File: src/hw/rtl/fld_pkg.sv
// fld_pkg: shared types and constants for the flag/length frame deframer
// used by fld_parser, flag_length_frame_deframer_core and fld_checker
package fld_pkg;

    localparam int LENGTH_BYTES = 8;
    localparam int LEN_CNT_W    = (LENGTH_BYTES > 1) ? $clog2(LENGTH_BYTES) : 1;

    localparam int PADDR_W      = 4;
    localparam int TDATA_IN_W   = 8;
    localparam int TDATA_OUT_W  = 8;
    localparam int TUSER_OUT_W  = 2;

    localparam logic [1:0] REG_START_FLAG  = 2'd0;
    localparam logic [1:0] REG_END_FLAG    = 2'd1;
    localparam logic [1:0] REG_MAX_PAYLOAD = 2'd2;

    localparam logic [7:0]  START_FLAG_RESET  = 8'd2;
    localparam logic [7:0]  END_FLAG_RESET    = 8'd3;
    localparam logic [31:0] MAX_PAYLOAD_RESET = 32'd65536;

    typedef enum logic [1:0] {
        KIND_PAYLOAD  = 2'd0,
        KIND_BAD_END  = 2'd1,
        KIND_TOO_LONG = 2'd2,
        KIND_EMPTY    = 2'd3
    } kind_t;

    typedef struct packed {
        logic [7:0]  start_flag;
        logic [7:0]  end_flag;
        logic [31:0] max_payload;
    } cfg_t;

    typedef struct packed {
        logic       valid;
        kind_t      kind;
        logic [7:0] payload_byte;
        logic       last_of_frame;
    } result_t;

endpackage

File: src/hw/rtl/fld_parser.sv
// fld_parser: frame phase tracking and per-byte result logic
// depends on fld_pkg
module fld_parser
    import fld_pkg::*;
(
    input  logic       clk,
    input  logic       rst_n,
    input  logic       advance,
    input  logic [7:0] data_byte,
    input  cfg_t       cfg,
    output result_t    res
);

    typedef enum logic [1:0] {
        PH_HUNT = 2'd0,
        PH_LEN  = 2'd1,
        PH_PAY  = 2'd2,
        PH_END  = 2'd3
    } phase_t;

    phase_t                 phase_reg, phase_next;
    logic [31:0]            len_low_reg, len_low_next;
    logic                   len_high_reg, len_high_next;
    logic [LEN_CNT_W-1:0]   len_cnt_reg, len_cnt_next;
    logic [31:0]            remaining_reg, remaining_next;
    logic                   empty_reg, empty_next;

    logic [2:0]             cnt_idx;
    logic [31:0]            len_low_acc;
    logic                   len_high_acc;
    logic                   len_done;

    assign cnt_idx  = 3'(len_cnt_reg);
    assign len_done = (len_cnt_reg == LEN_CNT_W'(LENGTH_BYTES - 1));

    always_comb
    begin
        len_low_acc  = len_low_reg;
        len_high_acc = len_high_reg;
        case (cnt_idx)
            3'd0: len_low_acc[7:0]   = data_byte;
            3'd1: len_low_acc[15:8]  = data_byte;
            3'd2: len_low_acc[23:16] = data_byte;
            3'd3: len_low_acc[31:24] = data_byte;
            default: len_high_acc    = len_high_reg | (data_byte != 8'd0);
        endcase
    end

    always_comb
    begin
        phase_next     = phase_reg;
        len_low_next   = len_low_reg;
        len_high_next  = len_high_reg;
        len_cnt_next   = len_cnt_reg;
        remaining_next = remaining_reg;
        empty_next     = empty_reg;
        res            = '0;
        res.kind       = KIND_PAYLOAD;
        unique case (phase_reg)
            PH_HUNT:
            begin
                if (data_byte == cfg.start_flag)
                begin
                    phase_next    = PH_LEN;
                    len_low_next  = '0;
                    len_high_next = 1'b0;
                    len_cnt_next  = '0;
                end
            end
            PH_LEN:
            begin
                len_low_next  = len_low_acc;
                len_high_next = len_high_acc;
                len_cnt_next  = len_cnt_reg + LEN_CNT_W'(1);
                if (len_done)
                begin
                    if (len_high_acc || (len_low_acc > cfg.max_payload))
                    begin
                        phase_next = PH_HUNT;
                        res.valid  = 1'b1;
                        res.kind   = KIND_TOO_LONG;
                    end
                    else
                    begin
                        remaining_next = len_low_acc;
                        empty_next     = (len_low_acc == 32'd0);
                        phase_next     = (len_low_acc == 32'd0) ? PH_END : PH_PAY;
                    end
                end
            end
            PH_PAY:
            begin
                res.valid         = 1'b1;
                res.kind          = KIND_PAYLOAD;
                res.payload_byte  = data_byte;
                res.last_of_frame = (remaining_reg <= 32'd1);
                if (remaining_reg != 32'd0)
                    remaining_next = remaining_reg - 32'd1;
                if (remaining_reg <= 32'd1)
                    phase_next = PH_END;
            end
            PH_END:
            begin
                phase_next = PH_HUNT;
                if (data_byte != cfg.end_flag)
                begin
                    res.valid = 1'b1;
                    res.kind  = KIND_BAD_END;
                end
                else if (empty_reg)
                begin
                    empty_next = 1'b0;
                    res.valid  = 1'b1;
                    res.kind   = KIND_EMPTY;
                end
            end
            default:
            begin
                phase_next = PH_HUNT;
            end
        endcase
        if (!advance)
            res.valid = 1'b0;
    end

    always_ff @(posedge clk or negedge rst_n)
    begin
        if (!rst_n)
        begin
            phase_reg     <= PH_HUNT;
            len_low_reg   <= '0;
            len_high_reg  <= 1'b0;
            len_cnt_reg   <= '0;
            remaining_reg <= '0;
            empty_reg     <= 1'b0;
        end
        else if (advance)
        begin
            phase_reg     <= phase_next;
            len_low_reg   <= len_low_next;
            len_high_reg  <= len_high_next;
            len_cnt_reg   <= len_cnt_next;
            remaining_reg <= remaining_next;
            empty_reg     <= empty_next;
        end
    end

endmodule

File: src/hw/rtl/flag_length_frame_deframer_core.sv
// flag_length_frame_deframer_core: top level with stream ports and register port
// depends on fld_pkg and fld_parser
//
// Usage:
//   Bytes enter on the s_ group, one per transaction. Bytes are dropped until
//   the start flag, then LENGTH_BYTES length bytes (least significant first)
//   are gathered, payload bytes go out on the m_ group with m_tlast on the
//   final one, and the following byte must equal the end flag.
//   Results out: kind in m_tuser[1:0], payload byte in m_tdata[7:0].
//   A bad end flag, an oversized length and an empty frame each give a single
//   result transaction of their own kind.
//   Path: an accepted byte waits in the input register, the parser acts on it
//   combinationally, and its result is taken into the output register.
//   Throughput: one byte per cycle while m_tready is high, set by the input
//   register feeding the parser and a single output register.
//   Receiver stall: the output register holds its transaction; the input
//   register keeps its byte (taking one more if it was empty), then s_tready
//   stays low until m_tready returns.
//   Reset: all flags and counters clear, phase returns to hunting, registers
//   take start_flag 2, end_flag 3, max_payload 65536. Registers are written
//   through the APB port; the user must keep the stream idle (not enforced).
module flag_length_frame_deframer_core
    import fld_pkg::*;
(
    input  logic                   clk,
    input  logic                   rst_n,
    input  logic                   s_tvalid,
    output logic                   s_tready,
    input  logic [TDATA_IN_W-1:0]  s_tdata,   // [7:0] data_byte
    output logic                   m_tvalid,
    input  logic                   m_tready,
    output logic [TDATA_OUT_W-1:0] m_tdata,   // [7:0] payload_byte
    output logic [TUSER_OUT_W-1:0] m_tuser,   // [1:0] kind
    output logic                   m_tlast,
    input  logic                   psel,
    input  logic                   penable,
    input  logic                   pwrite,
    input  logic [PADDR_W-1:0]     paddr,
    input  logic [31:0]            pwdata,
    output logic [31:0]            prdata,
    output logic                   pready
);

    cfg_t       cfg_reg;
    logic       in_valid_reg;
    logic [7:0] in_byte_reg;
    logic       out_valid_reg;
    kind_t      out_kind_reg;
    logic [7:0] out_byte_reg;
    logic       out_last_reg;
    logic       advance;
    logic       cfg_write;
    logic [1:0] reg_idx;
    result_t    res;

    assign pready    = 1'b1;
    assign reg_idx   = paddr[3:2];
    assign cfg_write = psel && penable && pwrite && pready;

    // register file
    always_ff @(posedge clk or negedge rst_n)
    begin
        if (!rst_n)
        begin
            cfg_reg.start_flag  <= START_FLAG_RESET;
            cfg_reg.end_flag    <= END_FLAG_RESET;
            cfg_reg.max_payload <= MAX_PAYLOAD_RESET;
        end
        else if (cfg_write)
        begin
            unique case (reg_idx)
                REG_START_FLAG:  cfg_reg.start_flag  <= pwdata[7:0];
                REG_END_FLAG:    cfg_reg.end_flag    <= pwdata[7:0];
                REG_MAX_PAYLOAD: cfg_reg.max_payload <= pwdata;
                default:         ;
            endcase
        end
    end

    always_comb
    begin
        unique case (reg_idx)
            REG_START_FLAG:  prdata = {24'd0, cfg_reg.start_flag};
            REG_END_FLAG:    prdata = {24'd0, cfg_reg.end_flag};
            REG_MAX_PAYLOAD: prdata = cfg_reg.max_payload;
            default:         prdata = 32'd0;
        endcase
    end

    // input stage
    assign advance  = in_valid_reg && (!out_valid_reg || m_tready);
    assign s_tready = !in_valid_reg || advance;

    always_ff @(posedge clk or negedge rst_n)
    begin
        if (!rst_n)
            in_valid_reg <= 1'b0;
        else if (s_tready)
            in_valid_reg <= s_tvalid;
    end

    always_ff @(posedge clk)
    begin
        if (s_tready && s_tvalid)
            in_byte_reg <= s_tdata;
    end

    fld_parser u_parser (
        .clk       (clk),
        .rst_n     (rst_n),
        .advance   (advance),
        .data_byte (in_byte_reg),
        .cfg       (cfg_reg),
        .res       (res)
    );

    // output stage
    always_ff @(posedge clk or negedge rst_n)
    begin
        if (!rst_n)
            out_valid_reg <= 1'b0;
        else if (res.valid)
            out_valid_reg <= 1'b1;
        else if (m_tready)
            out_valid_reg <= 1'b0;
    end

    always_ff @(posedge clk)
    begin
        if (res.valid)
        begin
            out_kind_reg <= res.kind;
            out_byte_reg <= res.payload_byte;
            out_last_reg <= res.last_of_frame;
        end
    end

    assign m_tvalid = out_valid_reg;
    assign m_tdata  = out_byte_reg;
    assign m_tuser  = out_kind_reg;
    assign m_tlast  = out_last_reg;

endmodule

File: config.mk
export PLATFORM = sky130hd
export DESIGN_NAME = flag_length_frame_deframer_core
export DESIGN_NICKNAME = d
export VERILOG_FILES = /design/src/hw/rtl/fld_pkg.sv /design/src/hw/rtl/fld_parser.sv /design/src/hw/rtl/flag_length_frame_deframer_core.sv
export SDC_FILE = /design/constraint.sdc
export NUM_CORES = 1
export LEC_CHECK = 0
export BUFFER_PORTS_ARGS = -buffer_cell sky130_fd_sc_hd__buf_2
export CORE_MARGIN = 3
export CORE_UTILIZATION = 40
export DETAILED_ROUTE_END_ITERATION = 10
export PLACE_DENSITY = 0.68
export SLEW_MARGIN = 10
export SYNTH_ARGS = -nofsm -noshare
export SYNTH_HDL_FRONTEND = slang
export SYNTH_SLANG_ARGS = --single-unit
File: constraint.sdc
create_clock -name clk -period 5.9 [get_ports clk]
set_clock_uncertainty 0.1 [all_clocks]
set_input_delay 0.59 -clock clk [delete_from_list [all_inputs] [get_ports clk]]
set_output_delay 0.59 -clock clk [all_outputs]
set_load 0.005 [all_outputs]
# == Word level (Yosys, flattened, before mapping) ==
# Cells that the tools add are included.
# totals
elab_cells,98
inputBits,51
out_inout_bits,46
regBits,140
# op_classes
reduce_logical,27
mux,34
magnitude_cmp,2
n_bitwise,1
eq_ne,17
n_addsub,2
# op_table
operator,count
32-bit 2-to-1 mux,4
32-bit one-hot mux with 2 select lines,2
32-bit one-hot mux with 3 select lines,1
32-bit > comparator,1
32-bit by 1-bit <= comparator with 1-bit output (second input constant),1
32-bit zero test,1
8-bit 2-to-1 mux,4
32-bit nonzero test,1
32-bit by 1-bit subtractor with 32-bit output (second input constant),1
3-bit 2-to-1 mux,5
5-bit AND reduction,2
1-bit 2-to-1 mux,9
3-bit one-hot mux with 3 select lines,1
8-bit equality test,1
2-bit 2-to-1 mux,4
2-bit by 1-bit inequality test with 1-bit output (second input constant),4
8-bit inequality test,1
2-bit one-hot mux with 4 select lines,1
2-bit nonzero test,4
8-bit nonzero test,1
2-bit equality test (second input constant),3
3-bit by 2-bit equality test with 1-bit output (second input constant),2
3-bit one-hot mux with 2 select lines,1
2-bit AND reduction,3
15 further kinds,25

# == Logic depth before layout (Yosys ltp) ==
# depth
word_depth,9
ltp_mapped,16
depth_no_buf,13

# == Cells and area by module ==
# A second synthesis with hierarchy kept.
# hier_totals
hier_cells,871
hier_area_um2,8286.7
# modules_own_cells
mod,seq_area_each_um2,cells_per_inst,n_inst,area_per_inst_um2
fld_parser,1776.7,684,1,5429.0
flag_length_frame_deframer_core,1826.8,187,1,2857.7

# == Worst setup path after synthesis ==
# Ideal clock, no wire load.
# synth_path
path_kind,register to register
startpoint,register u_parser.len_cnt_reg[0] (netlist: u_parser.cnt_idx[0])
endpoint,register out_byte_reg[0] (netlist: m_tdata[0]) (enable)
t_arrival_ps,3390
stages_incl_launch_ff,14
period_less_slack_ps,3868
t_required_ps,5422
path_slack_ps,2032
path_buffers,1
setup_time_ps,378
path_cell_list,dfrtp_1 ha_1 nand2b_1 clkbuf_1 mux2i_1 inv_1 ha_1 nand4_1 nor3_1 a21boi_0 o311ai_0 and3_1 o211a_1 nor2_1
# synth_lines
item,line,text
start: declaration,fld_parser.sv:24,"logic [LEN_CNT_W-1:0] len_cnt_reg, len_cnt_next;"
start signal: assignment,fld_parser.sv:142,len_cnt_reg <= len_cnt_next;
end signal: assignment,flag_length_frame_deframer_core.sv:133,out_byte_reg <= res.payload_byte;
end: declaration,flag_length_frame_deframer_core.sv:49,logic [7:0] out_byte_reg;

==> flow_summary.rst <==
.. list-table::
   :header-rows: 1

   * - Metric
     - Value
   * - IR drop worst, VDD
     - 0.232 mV
   * - Peak clock frequency supported by timing
     - 209 MHz
   * - Chip Height
     - 149 um
   * - Number of flip-flops and latches in the synthesized netlist
     - 140
   * - Total clock buffers created by CTS
     - 17
   * - Largest net degree at the start of global routing
     - 76
   * - Critical path capture point type
     - flip-flop
   * - Die area
     - 22,100 um2
   * - Post-CTS setup buffer count
     - 0
   * - Number of hold violations in the final report
     - 0
   * - Worst-margin pin slew
     - 1170 ps
   * - Critical path launch point type
     - flip-flop
   * - Number of global-route vias before repair
     - 6,660
   * - Path type of the worst setup path
     - reg -> reg
   * - Number of warnings reported in the yosys synthesis log
     - 0
   * - Commonest non-fill, non-tap cells in the layout
     - sky130_fd_sc_hd__dfrtp_1 (117), sky130_fd_sc_hd__o21ai_0 (101), sky130_fd_sc_hd__nand2_1 (93), sky130_fd_sc_hd__buf_2 (92), sky130_fd_sc_hd__inv_1 (67)
   * - Number of nets at the end of the flow
     - 1,036
   * - Post-Synthesis Net Count
     - 974
   * - Cell Pwr Density
     - 385 nW/um2
   * - Arrival time at the worst endpoint
     - 4740 ps
   * - Total of max-cap violations
     - 0
   * - Cts-stage hold buffer count
     - 0
   * - Multi-input gate area in the final layout
     - 4080 um2
   * - Most frequent standard cell in the layout excluding fill and tap cells
     - sky130_fd_sc_hd__dfrtp_1
   * - Unrepaired setup endpoints after global routing
     - false
   * - # rows
     - 51
   * - Core area
     - 19,700 um2
   * - Largest register FFs
     - 48
   * - Register area share after synthesis
     - 44.2%
   * - Storage cell area
     - 3600 um2
   * - Clock transition at the register clock pins on the worst setup and hold paths after CTS
     - 60 ps
   * - FFs w/ async S/R, synth
     - 86.4%
   * - Share of the clock period used by the worst path after layout
     - 81.1%
   * - Crit path top cell by count
     - sky130_fd_sc_hd__ha_1
   * - Leakage dissipation
     - 4.42 nW
   * - Count of antenna-violating nets left after detailed routing
     - 0
   * - Final hold slack
     - 201 ps
   * - Count of TritonRoute iterations in the first routing pass
     - 5
   * - DRC violation count after routing
     - 0
   * - Aggregate negative setup slack
     - 0 ps
   * - Number of flops mapped to enable cells by yosys
     - 19
   * - Cell-by-cell trace of the critical path
     - ha_1 > ha_1 > mux2_2 > ha_1 > nand4_1 > nor4_1 > o311ai_0 > and3_1 > o211a_1 > nor2_1
   * - Clock insertion delay at the later pin of the skew report
     - 440 ps
   * - Floorplan die width
     - 149 um
   * - Number of diodes
     - 0
   * - Clock sink count
     - 140
   * - Initial core utilization
     - 41.4%
   * - Antenna violations before repair
     - 0
   * - TritonCTS clock tree
     - yes
   * - Slowest cell on the critical path
     - sky130_fd_sc_hd__nor4_1
   * - Post-Syn Area
     - 8160 um2
   * - Status
     - completed
   * - Wire length of the first global-routing pass
     - 35.5 mm
   * - Fill cell count
     - 1,855
   * - Kind of cell adding the most delay to the critical path
     - simple AND/OR/NAND/NOR gates
   * - Number of setup violations in the final report
     - 0
   * - Buffers on Ports
     - 93
   * - Final max-slew violation count
     - 0
   * - Detailed-route wire length
     - 21.9 mm
   * - Post-synthesis instance total
     - 883
   * - Iteration-0 DRC Markers
     - 630
   * - Buf/Inv on CP
     - 0
   * - Highest cell delay on the worst timing path
     - 670 ps
   * - Critical path peak fanout
     - 12
   * - R2R cell count
     - 10
   * - Primary flip-flop cell chosen by synthesis mapping
     - sky130_fd_sc_hd__dfrtp_1
   * - Final global-route overflow total
     - 0
   * - Cell at the root of the clock tree
     - sky130_fd_sc_hd__clkbuf_16
   * - Count of cell instances traversed by the critical path
     - 10
   * - Share of final-layout standard cells stronger than drive strength 1
     - 19.1%
   * - Minimum clock period
     - 4780 ps
   * - Data required time of the critical path
     - 5860 ps
   * - Number of buffers on the longest clock path
     - 2
   * - Hold Path Class
     - in -> async
   * - WL per Instance
     - 17.9 um
   * - Post-layout total power
     - 3.63 mW
   * - Final weighted congestion of routability-driven global placement
     - 0.882
   * - DR vias
     - 6,914
   * - Synth Area per Inst
     - 9.24 um2
   * - Top-level port count
     - 97
   * - Gr usage total
     - 20.3%
   * - Vias per cell
     - 5.65
   * - Number of instances resized during post-cts repair
     - 0
   * - H-tree depth
     - 4
   * - HPWL after detailed placement
     - 15.1 mm
   * - Number of different library cells in the post-synthesis netlist
     - 63
   * - Headroom to the max-slew limit
     - 21.7%
   * - Layout overhead on the synthesized area
     - 15.7%
-- layout make-up --
type / instances / area share (%)
inverter: 67 / 2.67
multi-input combinational: 618 / 43.3
sequential: 140 / 38.2
clock buffer: 17 / 4.51
clock inverter: 15 / 2.27
tap: 265 / 3.51
timing repair buffer: 101 / 5.60
-- metrics by stage --
stage | setup WS, ps | utilization (%) | instances | cell area (um2)
after CTS | 1140 | 47.9 | 1223 | 9440
after global routing | 800 | 47.9 | 1223 | 9440
after floorplan | 2030 | - | 883 | 8160
after global placement | 1180 | 44.6 | 1191 | 8800
final | 1120 | 47.9 | 1223 | 9440
after detailed placement | 1170 | 44.6 | 1191 | 8800
-- cell usage after synthesis (3+ instances only) --
cell / count / area share [%]
sky130_fd_sc_hd__or4_1: 5 / 0.46
sky130_fd_sc_hd__and3_1: 15 / 1.2
sky130_fd_sc_hd__dfrtp_1: 117 / 36
sky130_fd_sc_hd__a221oi_1: 5 / 0.54
sky130_fd_sc_hd__o221ai_1: 4 / 0.43
sky130_fd_sc_hd__dfstp_2: 4 / 1.3
sky130_fd_sc_hd__nor2_1: 39 / 1.8
sky130_fd_sc_hd__buf_2: 7 / 0.43
sky130_fd_sc_hd__a31oi_1: 8 / 0.61
sky130_fd_sc_hd__o22a_1: 11 / 1.2
sky130_fd_sc_hd__nor3_1: 15 / 0.92
sky130_fd_sc_hd__a22o_1: 12 / 1.3
sky130_fd_sc_hd__buf_1: 4 / 0.18
sky130_fd_sc_hd__xnor2_1: 8 / 0.86
sky130_fd_sc_hd__or4_4: 3 / 0.41
sky130_fd_sc_hd__o21ai_0: 101 / 6.2
sky130_fd_sc_hd__nand2_1: 93 / 4.3
sky130_fd_sc_hd__a21oi_1: 48 / 2.9
sky130_fd_sc_hd__mux2i_1: 31 / 3.8
sky130_fd_sc_hd__a2bb2oi_1: 11 / 1.2
sky130_fd_sc_hd__nand4_1: 15 / 1.2
sky130_fd_sc_hd__o22ai_1: 7 / 0.54
sky130_fd_sc_hd__mux2_2: 27 / 3.7
sky130_fd_sc_hd__inv_1: 67 / 3.1
sky130_fd_sc_hd__nand2b_1: 6 / 0.46
sky130_fd_sc_hd__a21o_1: 5 / 0.46
sky130_fd_sc_hd__xor2_1: 8 / 0.86
sky130_fd_sc_hd__ha_1: 40 / 6.1
sky130_fd_sc_hd__or3_1: 4 / 0.31
sky130_fd_sc_hd__edfxtp_1: 19 / 7.0
sky130_fd_sc_hd__or2_2: 3 / 0.23
sky130_fd_sc_hd__nand3_1: 20 / 1.2
sky130_fd_sc_hd__and2_1: 27 / 2.1
sky130_fd_sc_hd__nor4_1: 15 / 1.2
sky130_fd_sc_hd__nor3_2: 3 / 0.37
sky130_fd_sc_hd__clkbuf_1: 43 / 2.0
-- path summary, 6_finish.rpt --
check | from | end | slack [ps]
setup / recovery | u_parser.cnt_idx[0]$_DFFE_PN0P_ | m_tdata[2]$_SDFFCE_PN0P_ | 1120
hold / removal | rst_n | m_tvalid$_DFFE_PN0P_ | 200
setup reg to reg | u_parser.cnt_idx[0]$_DFFE_PN0P_ | m_tdata[2]$_SDFFCE_PN0P_ | 1120
hold reg to reg | u_parser.len_low_reg[14]$_DFFE_PN0P_ | u_parser.len_low_reg[14]$_DFFE_PN0P_ | 380
max in group asynchronous | rst_n | u_parser.remaining_reg[14]$_DFFE_PN0P_ | 4250
min in group clk | s_tdata[3] | in_byte_reg[3]$_DFFE_PP_ | 240
-- logic make-up after synthesis --
kind of cell	Yosys count	share of synthesized area, %
mux	58	7.53
flops	140	44.2
other cells	1	0.0460
compound gates	234	17.7
fa+ha+maj	40	6.14
simple gates	269	16.6
xor+xnor	16	1.72
buf+inv	125	6.11
-- power by group --
group          switching (mW)  total (mW)  internal (mW)
clock network           0.442        1.16          0.713
logic                   0.595        1.03          0.438
registers               0.222        1.44           1.22
total                    1.26        3.63           2.37
-- worst reg2reg max path, stage by stage (launching register included) --
cell                       delay, ps
sky130_fd_sc_hd__dfrtp_1         420
sky130_fd_sc_hd__ha_1            200
sky130_fd_sc_hd__ha_1            460
sky130_fd_sc_hd__mux2_2          450
sky130_fd_sc_hd__ha_1            320
sky130_fd_sc_hd__nand4_1         180
sky130_fd_sc_hd__nor4_1          670
sky130_fd_sc_hd__o311ai_0        410
sky130_fd_sc_hd__and3_1          310
sky130_fd_sc_hd__o211a_1         240
sky130_fd_sc_hd__nor2_1          640
-- per-layer routing --
layer | GRT usage (%) | up-vias | routed length [um]
li1 | - | 3264 | -
met1 | 27.9 | 3374 | 9830
met2 | 32.6 | 242 | 10300
met3 | 3.49 | 34 | 1250
met4 | 7.46 | 0 | 510
met5 | 0 | - | 0
Note: power is estimated with default switching activity, not from simulation.
